--- config.mk ---
export PLATFORM = sky130hd
export DESIGN_NAME = bcmm_ctrl
export DESIGN_NICKNAME = d
export VERILOG_FILES = /design/src/hdl/bcmm_pkg.sv /design/src/hdl/bcmm_ctrl.sv
export SDC_FILE = /design/constraint.sdc
export NUM_CORES = 1
export LEC_CHECK = 0
export ABC_AREA = 0
export BUFFER_PORTS_ARGS = -buffer_cell sky130_fd_sc_hd__buf_4
export CAP_MARGIN = 20
export CELL_PAD_IN_SITES_DETAIL_PLACEMENT = 0
export CELL_PAD_IN_SITES_GLOBAL_PLACEMENT = 1
export CORE_UTILIZATION = 29
export CTS_CLUSTER_SIZE = 20
export DETAILED_ROUTE_END_ITERATION = 12
export PLACE_DENSITY = 0.92
export SLEW_MARGIN = 0
export SYNTH_ARGS = -nofsm -noshare
export SYNTH_HDL_FRONTEND = slang
export SYNTH_SLANG_ARGS = --single-unit
--- constraint.sdc ---
create_clock -name clk_i -period 3.6 [get_ports clk_i]
set_input_delay 0.36 -clock clk_i [delete_from_list [all_inputs] [get_ports clk_i]]
set_output_delay 0.36 -clock clk_i [all_outputs]
set_load 0.05 [all_outputs]
--- src/hdl/bcmm_pkg.sv ---
// Package for the banked cartridge memory mapper: sizes, address map constants,
// function codes, the memory command struct and bank wrap tables.
// No dependencies.
`default_nettype none

package bcmm_pkg;

  localparam int ROM_BANKS = 8;
  localparam int RAM_BANKS = 4;

  localparam int ROM_BANK_BYTES = 16384;
  localparam int RAM_BANK_BYTES = 8192;
  localparam int ROM_DEPTH      = ROM_BANKS * ROM_BANK_BYTES;
  localparam int RAM_DEPTH      = RAM_BANKS * RAM_BANK_BYTES;
  localparam int ROM_BW         = $clog2(ROM_BANKS);
  localparam int RAM_BW         = (RAM_BANKS > 1) ? $clog2(RAM_BANKS) : 1;
  localparam int ROM_AW         = ROM_BW + 14;
  localparam int RAM_AW         = (RAM_BANKS > 1) ? $clog2(RAM_BANKS) + 13 : 13;

  localparam logic [15:0] ADDR_ROM_BANK  = 16'h2000;
  localparam logic [15:0] ADDR_BANKED    = 16'h4000;
  localparam logic [15:0] ADDR_MODE      = 16'h6000;
  localparam logic [15:0] ADDR_ROM_END   = 16'h8000;
  localparam logic [15:0] ADDR_RAM       = 16'hA000;
  localparam logic [15:0] ADDR_RAM_END   = 16'hC000;

  localparam logic [3:0] RAM_EN_KEY    = 4'hA;
  localparam logic [4:0] ROM_LOW_MASK  = 5'h1F;
  localparam logic [1:0] UPPER_MASK    = 2'h3;
  localparam logic [4:0] ROM_LOW_MIN   = 5'h01;
  localparam logic [7:0] OPEN_BUS      = 8'hFF;

  localparam logic [1:0] CFG_MAPPER_KIND = 2'd0;
  localparam logic [1:0] CFG_RAM_PRESENT = 2'd1;

  typedef enum logic [1:0] {
    FUNC_READ  = 2'd0,
    FUNC_WRITE = 2'd1,
    FUNC_LOAD  = 2'd2
  } func_e;

  typedef enum logic [1:0] {
    SRC_OPEN = 2'd0,
    SRC_ROM  = 2'd1,
    SRC_RAM  = 2'd2
  } src_e;

  typedef struct packed {
    logic              rd;
    src_e              src;
    logic              rom_we;
    logic [ROM_AW-1:0] rom_addr;
    logic              ram_we;
    logic [RAM_AW-1:0] ram_addr;
    logic [7:0]        wdata;
  } mem_cmd_t;

  function automatic logic [ROM_BW-1:0] rom_bank_wrap(input logic [6:0] bank);
    logic [ROM_BW-1:0] r;
    r = '0;
    for (int i = 0; i < 128; i++) begin
      if (bank == 7'(i)) r = ROM_BW'(i % ROM_BANKS);
    end
    return r;
  endfunction

  function automatic logic [RAM_BW-1:0] ram_page_wrap(input logic [1:0] bank);
    logic [RAM_BW-1:0] r;
    r = '0;
    for (int i = 0; i < 4; i++) begin
      if (bank == 2'(i)) r = RAM_BW'(i % RAM_BANKS);
    end
    return r;
  endfunction

endpackage

`default_nettype wire

--- src/hdl/bcmm_ctrl.sv ---
// Bank control registers, configuration registers and bus address decode.
// Produces one memory command per accepted word. Depends on bcmm_pkg.
`default_nettype none

module bcmm_ctrl import bcmm_pkg::*; (
  input  wire logic        clk_i,
  input  wire logic        rst_ni,
  input  wire logic        cfg_valid_i,
  input  wire logic [1:0]  cfg_index_i,
  input  wire logic        cfg_data_i,
  input  wire logic        accept_i,
  input  wire logic [1:0]  func_i,
  input  wire logic [15:0] bus_address_i,
  input  wire logic [7:0]  bus_data_i,
  input  wire logic [16:0] rom_offset_i,
  output mem_cmd_t         cmd_o
);

  logic       mapper_kind_q, mapper_kind_d;
  logic       ram_present_q, ram_present_d;
  logic       ram_enable_q, ram_enable_d;
  logic [4:0] rom_low_q, rom_low_d;
  logic [1:0] bank_upper_q, bank_upper_d;
  logic       mode_q, mode_d;

  logic [4:0]        low;
  logic [ROM_BW-1:0] rom_bank;
  logic [RAM_BW-1:0] ram_page;
  logic              ram_on;
  logic              in_ram;

  assign low      = (rom_low_q != 5'd0) ? rom_low_q : ROM_LOW_MIN;
  assign rom_bank = rom_bank_wrap({bank_upper_q, low});
  assign ram_page = mode_q ? ram_page_wrap(bank_upper_q) : '0;
  assign ram_on   = ram_enable_q & ram_present_q;
  assign in_ram   = (bus_address_i >= ADDR_RAM) && (bus_address_i < ADDR_RAM_END);

  always_comb begin
    mapper_kind_d = mapper_kind_q;
    ram_present_d = ram_present_q;
    ram_enable_d  = ram_enable_q;
    rom_low_d     = rom_low_q;
    bank_upper_d  = bank_upper_q;
    mode_d        = mode_q;

    cmd_o.rd       = 1'b0;
    cmd_o.src      = SRC_OPEN;
    cmd_o.rom_we   = 1'b0;
    cmd_o.rom_addr = '0;
    cmd_o.ram_we   = 1'b0;
    cmd_o.ram_addr = RAM_AW'({ram_page, bus_address_i[12:0]});
    cmd_o.wdata    = bus_data_i;

    if (cfg_valid_i) begin
      case (cfg_index_i)
        CFG_MAPPER_KIND: mapper_kind_d = cfg_data_i;
        CFG_RAM_PRESENT: ram_present_d = cfg_data_i;
        default: ;
      endcase
    end

    if (accept_i) begin
      case (func_i)
        FUNC_READ: begin
          cmd_o.rd = 1'b1;
          if (!mapper_kind_q) begin
            if (bus_address_i < ADDR_ROM_END) begin
              cmd_o.src      = SRC_ROM;
              cmd_o.rom_addr = ROM_AW'(bus_address_i[14:0]);
            end
          end else if (bus_address_i < ADDR_BANKED) begin
            cmd_o.src      = SRC_ROM;
            cmd_o.rom_addr = ROM_AW'(bus_address_i[13:0]);
          end else if (bus_address_i < ADDR_ROM_END) begin
            cmd_o.src      = SRC_ROM;
            cmd_o.rom_addr = {rom_bank, bus_address_i[13:0]};
          end else if (in_ram && ram_on) begin
            cmd_o.src = SRC_RAM;
          end
        end
        FUNC_WRITE: begin
          if (mapper_kind_q) begin
            if (bus_address_i < ADDR_ROM_BANK) begin
              ram_enable_d = (bus_data_i[3:0] == RAM_EN_KEY);
            end else if (bus_address_i < ADDR_BANKED) begin
              rom_low_d = bus_data_i[4:0] & ROM_LOW_MASK;
              if (rom_low_d == 5'd0) rom_low_d = ROM_LOW_MIN;
            end else if (bus_address_i < ADDR_MODE) begin
              bank_upper_d = bus_data_i[1:0] & UPPER_MASK;
            end else if (bus_address_i < ADDR_ROM_END) begin
              mode_d = bus_data_i[0];
            end else if (in_ram && ram_on) begin
              cmd_o.ram_we = 1'b1;
            end
          end
        end
        FUNC_LOAD: begin
          if (32'(rom_offset_i) < ROM_DEPTH) begin
            cmd_o.rom_we   = 1'b1;
            cmd_o.rom_addr = ROM_AW'(rom_offset_i);
          end
        end
        default: ;
      endcase
    end
  end

  always_ff @(posedge clk_i or negedge rst_ni) begin
    if (!rst_ni) begin
      mapper_kind_q <= 1'b1;
      ram_present_q <= 1'b1;
      ram_enable_q  <= 1'b0;
      rom_low_q     <= ROM_LOW_MIN;
      bank_upper_q  <= 2'd0;
      mode_q        <= 1'b0;
    end else begin
      mapper_kind_q <= mapper_kind_d;
      ram_present_q <= ram_present_d;
      ram_enable_q  <= ram_enable_d;
      rom_low_q     <= rom_low_d;
      bank_upper_q  <= bank_upper_d;
      mode_q        <= mode_d;
    end
  end

endmodule

`default_nettype wire
### Yosys cells after proc, flatten, opt, wreduce, memory -nomap -nowiden

Cells that the tools add are included.

* register bits: 11
* input port bits: 50
* output and inout port bits: 45
* logic and storage cells: 315

* order comparisons: 6
* eq/ne operators: 134
* muxes and demuxes: 153
* bitwise operators: 4
* reductions and logical operators: 12

Operators by type and width (number)
* equality test 7 bit (second input constant): 64
* two-way mux 3 bit: 125
* equality test 7 x 6 -> 1 bit (second input constant): 32
* equality test 7 x 5 -> 1 bit (second input constant): 16
* equality test 7 x 4 -> 1 bit (second input constant): 8
* two-way mux 17 bit: 3
* case mux 17 bit (2 select lines): 1
* < comparator 16 x 15 -> 1 bit (second input constant): 2
* < comparator 16 bit (second input constant): 2
* equality test 7 x 3 -> 1 bit (second input constant): 4
* two-way mux 22 bit: 1
* two-way mux 2 bit: 9
* greater-or-equal comparator 16 bit (second input constant): 1
* < comparator 16 x 14 -> 1 bit (second input constant): 1
* two-way mux 15 bit: 1
* equality test 7 x 2 -> 1 bit (second input constant): 2
* two-way mux 1 bit: 11
* two-way mux 5 bit: 2
* equality test 7 x 1 -> 1 bit (second input constant): 1
* AND reduction 7 bit: 1
* equality test 2 x 1 -> 1 bit (second input constant): 3
* equality test 2 bit (second input constant): 3
* AND reduction 6 bit: 1
* logical NOT 5 bit: 1
* other kinds (9): 14

### Logic depth before layout (Yosys ltp)

* depth in word-level cells: 135
* depth in mapped cells: 7
* gate-level depth less buffers: 5

### Worst setup path before layout

No wires, ideal clock.

* path kind: input to output
* start point: in func_i[0]
* end point: out cmd_o[25] (netlist bit)
* arrival time: 2.088 ns
* required time: 3.240 ns
* setup slack: 1.152 ns
* cell stages on the path: 4
* path buffers: 1
* cell sequence: nand2b_1 nor3_1 clkbuf_1 a22o_1

RTL lines
* start: declaration: line bcmm_ctrl.sv:12 `input wire logic [1:0] func_i,`
* end: declaration: line bcmm_ctrl.sv:16 `output mem_cmd_t cmd_o`

==> metrics.yaml <==
logic_synthesis:
  syn_area_sq_mm: 0.001231
  seq_area_frac_synth_pct: 22.66
  yosysWarningCount: 0
  ys_async_sr_fraction_pct: 100.0
  syn_inst: 144
  ys_top_cells_by_area: "dfrtp_1 (16%), buf_4 (13%), a22o_1 (11%), mux2_2 (8.2%), dfstp_2 (6.4%)"
  yosys.area.top_type: "dfrtp_1"
  synth_flop_cell: "dfrtp_1"
  synth_fp_nets: 194
  synth_edf_count: 0
  synth_area_per_cell_sq_um: 8.550
  synth_commonest_cells: "buf_4 (21), a22o_1 (15), nor2_1 (12), mux2_2 (9)"
  synth_seq_cells: 11
  yosysTopAreaCellShare_pct: 16.26
  synth_most_common_cell: "buf_4"
  synth.distinct_cells: 42
timing:
  fin_ws_ns: 1.178
  maxClockFrequency_mhz: 412.9
  rsz0062_at_grt: "false"
  setup_viol: 0
  hold_viol_final: 0
  max_slew_margin_pct: 74.70
  fin_setup_tns_ns: 0
  post-route-min-period_ns: 2.422
  finClkSkew_ns: 0.0006836
  timing.final.crit_share_pct: 67.27
  tightest_slew_ns: 0.3795
  slew_violations: 0
outcome:
  status: "completed"
route:
  via_per_inst: 5.128
  dr.first_iter.drc_count: 48
  wl_um: 3451
  dr_total_vias: 1318
  wl_per_cell_um: 13.43
  drc: 0
  first_pass_iters: 4
  ant_nets: 0
cts:
  clkLatencyLatePin_ns: 0.24
  ctsHtreeMaxLevel: 1
  cts_made_buffers: 3
  cts_buffer_depth: 2
  root_buffer: "clkbuf_8"
  cts_tree: "built"
  ctsResizeCount: 0
  cts_sinks: 11
  clk_pin_slew_ns: 0.05
critical_path:
  cp_top_family: "compound AO/OA/AOI/OAI gates"
  cp_max_fo: 11
  worstPathCellList: "and2_0 -> a221oi_1 -> o2111ai_1 -> o31ai_1 -> a31oi_1 -> buf_4"
  max_stage_delay_ns: 0.48
  end_kind: "output pin"
  cp.required_ns: 3.24
  cp.arrival_ns: 2.06
  path_buf_inv: 1
  cp_slowest_cell: "dfrtp_1"
  cp-start-kind: "flip-flop"
  critical_path_class: "reg -> out"
worst_hold_path:
  hp-class: "in -> reg"
floorplan:
  dieArea_sq_mm: 0.004510
  die_h_um: 67.16
  row_count: 23
  placeableCoreArea_sq_mm: 0.004029
  die_w_um: 67.16
  io_pins: 95
  initial_core_util_pct: 30.56
power_and_ir_drop:
  max-vdd-ir-drop_mv: 0.2571
  p_leak_nw: 0.8623
  powerDensity_mw_per_mm2: 332.3
layout:
  fillCellCount: 412
  syn_to_final_growth_pct: 46.24
  regArea_sq_um: 279.0
  num-nets-final: 258
  antenna_cells: 0
  multi_input_area_sq_um: 732.0
  drive_above_1_share_pct: 52.17
global_routing:
  grt_pass1_wl_um: 5092
  grt_max_degree: 18
  grt_overflow_total: 0
  grt_pass1_vias: 1110
  antenna_found_initial: 0
  grt_use_total_pct: 14.90
placed_design:
  hpwlAfterDp_um: 2826
  io_buffers: 88
  gp_congestion: 0.8557
  dp_slack_ns: 1.474
flow_run:
  maxCapViolCount: 0
-- worst min-delay path, cell delays in order --
cell	delay, ns
buf_4	0.09
nand2_1	0.04
o21ai_0	0.06
-- placed cells by master (no fill, tap or decap), types with 2 or more instances in the layout --
master,synthesis,final
nor3b_1,2,2
nand3_1,2,2
nand2b_1,3,3
buf_4,21,89
dfrtp_1,8,8
mux2_2,9,9
and4b_1,2,2
and2_1,3,3
clkbuf_8,2,3
o22ai_1,2,2
mux2i_1,2,2
a22o_1,15,15
nand2_1,8,8
a21oi_1,5,5
nor2_1,12,12
nor2b_1,5,5
o32ai_1,2,2
o21ai_0,2,2
nor3_1,6,6
dfstp_2,3,3
a22oi_1,3,3
-- power breakdown --
group          internal [mW]  total, mW  switching (mW)
sequential             0.150      0.196          0.0464
clock                 0.0775      0.121          0.0433
combinational          0.126      0.282           0.155
-- area by class of cell --
type                            count  share of cell area [%]
Multi-Input combinational cell    101                   40.65
Timing Repair Buffer               90                   37.66
Sequential cell                    11                   15.50
Tap cell                           50                   3.475
Clock buffer                        4                   2.502
Inverter                            1                  0.2085
-- cell families after synthesis --
logic type / synth area share (%)
muxes: 9.858
AOI/OAI and AO/OA: 23.27
DFF: 22.66
and+or+nand+nor: 26.32
buffers and inverters: 17.89
-- metal layers --
metal,global-route usage [%],up-vias,share of wire [%]
met5,0,-,0
met3,1.520,4,10
met4,6.383,0,0.90
met1,17.20,596,41
li1,-,648,-
met2,27.50,70,48
-- flip-flops by register name, summed over array words and instances (netlist names) --
register / flops
rom_low_q: 5
bank_upper_q: 2
mode_q: 1
ram_enable_q: 1
ram_present_q: 1
mapper_kind_q: 1
-- repair_timing --
action	4_1_cts	5_1_grt
hold buffers	1	0
hold endpoints to repair	8	0
setup endpoints to repair	0	0
setup buffers	0	0
-- path summary, 6_finish.rpt --
check	startpoint	end	slack, ns	cells after the start
setup reg to reg	mapper_kind_q	rom_low_q[1]	1.78	3
hold / removal	bus_data_i[4]	rom_low_q[4]	0.36	3
min in group asynchronous	rst_ni	rom_low_q[3]	0.49	2
hold reg to reg	ram_enable_q	ram_enable_q	0.50	1
max in group asynchronous	rst_ni	ram_present_q	2.89	2
setup / recovery	rom_low_q[3]	cmd_o[38]	1.18	6
-- metrics by stage --
stage | hold slack [ns] | utilization (%) | area, sq um | std cells | power (mW)
after global routing | 0.3601 | 44.69 | 1800 | 257 | 0.6390
after detailed placement | 0.2017 | 43.32 | 1745 | 252 | 0.4779
after global placement | 0.1985 | 43.32 | 1745 | 252 | 0.4759
after CTS | 0.3542 | 44.69 | 1800 | 257 | 0.6037
final | 0.3566 | 44.69 | 1800 | 257 | 0.5983
after floorplan | 0.06441 | - | 1231 | 144 | 0.4048
(Power assumes the default switching activity.)
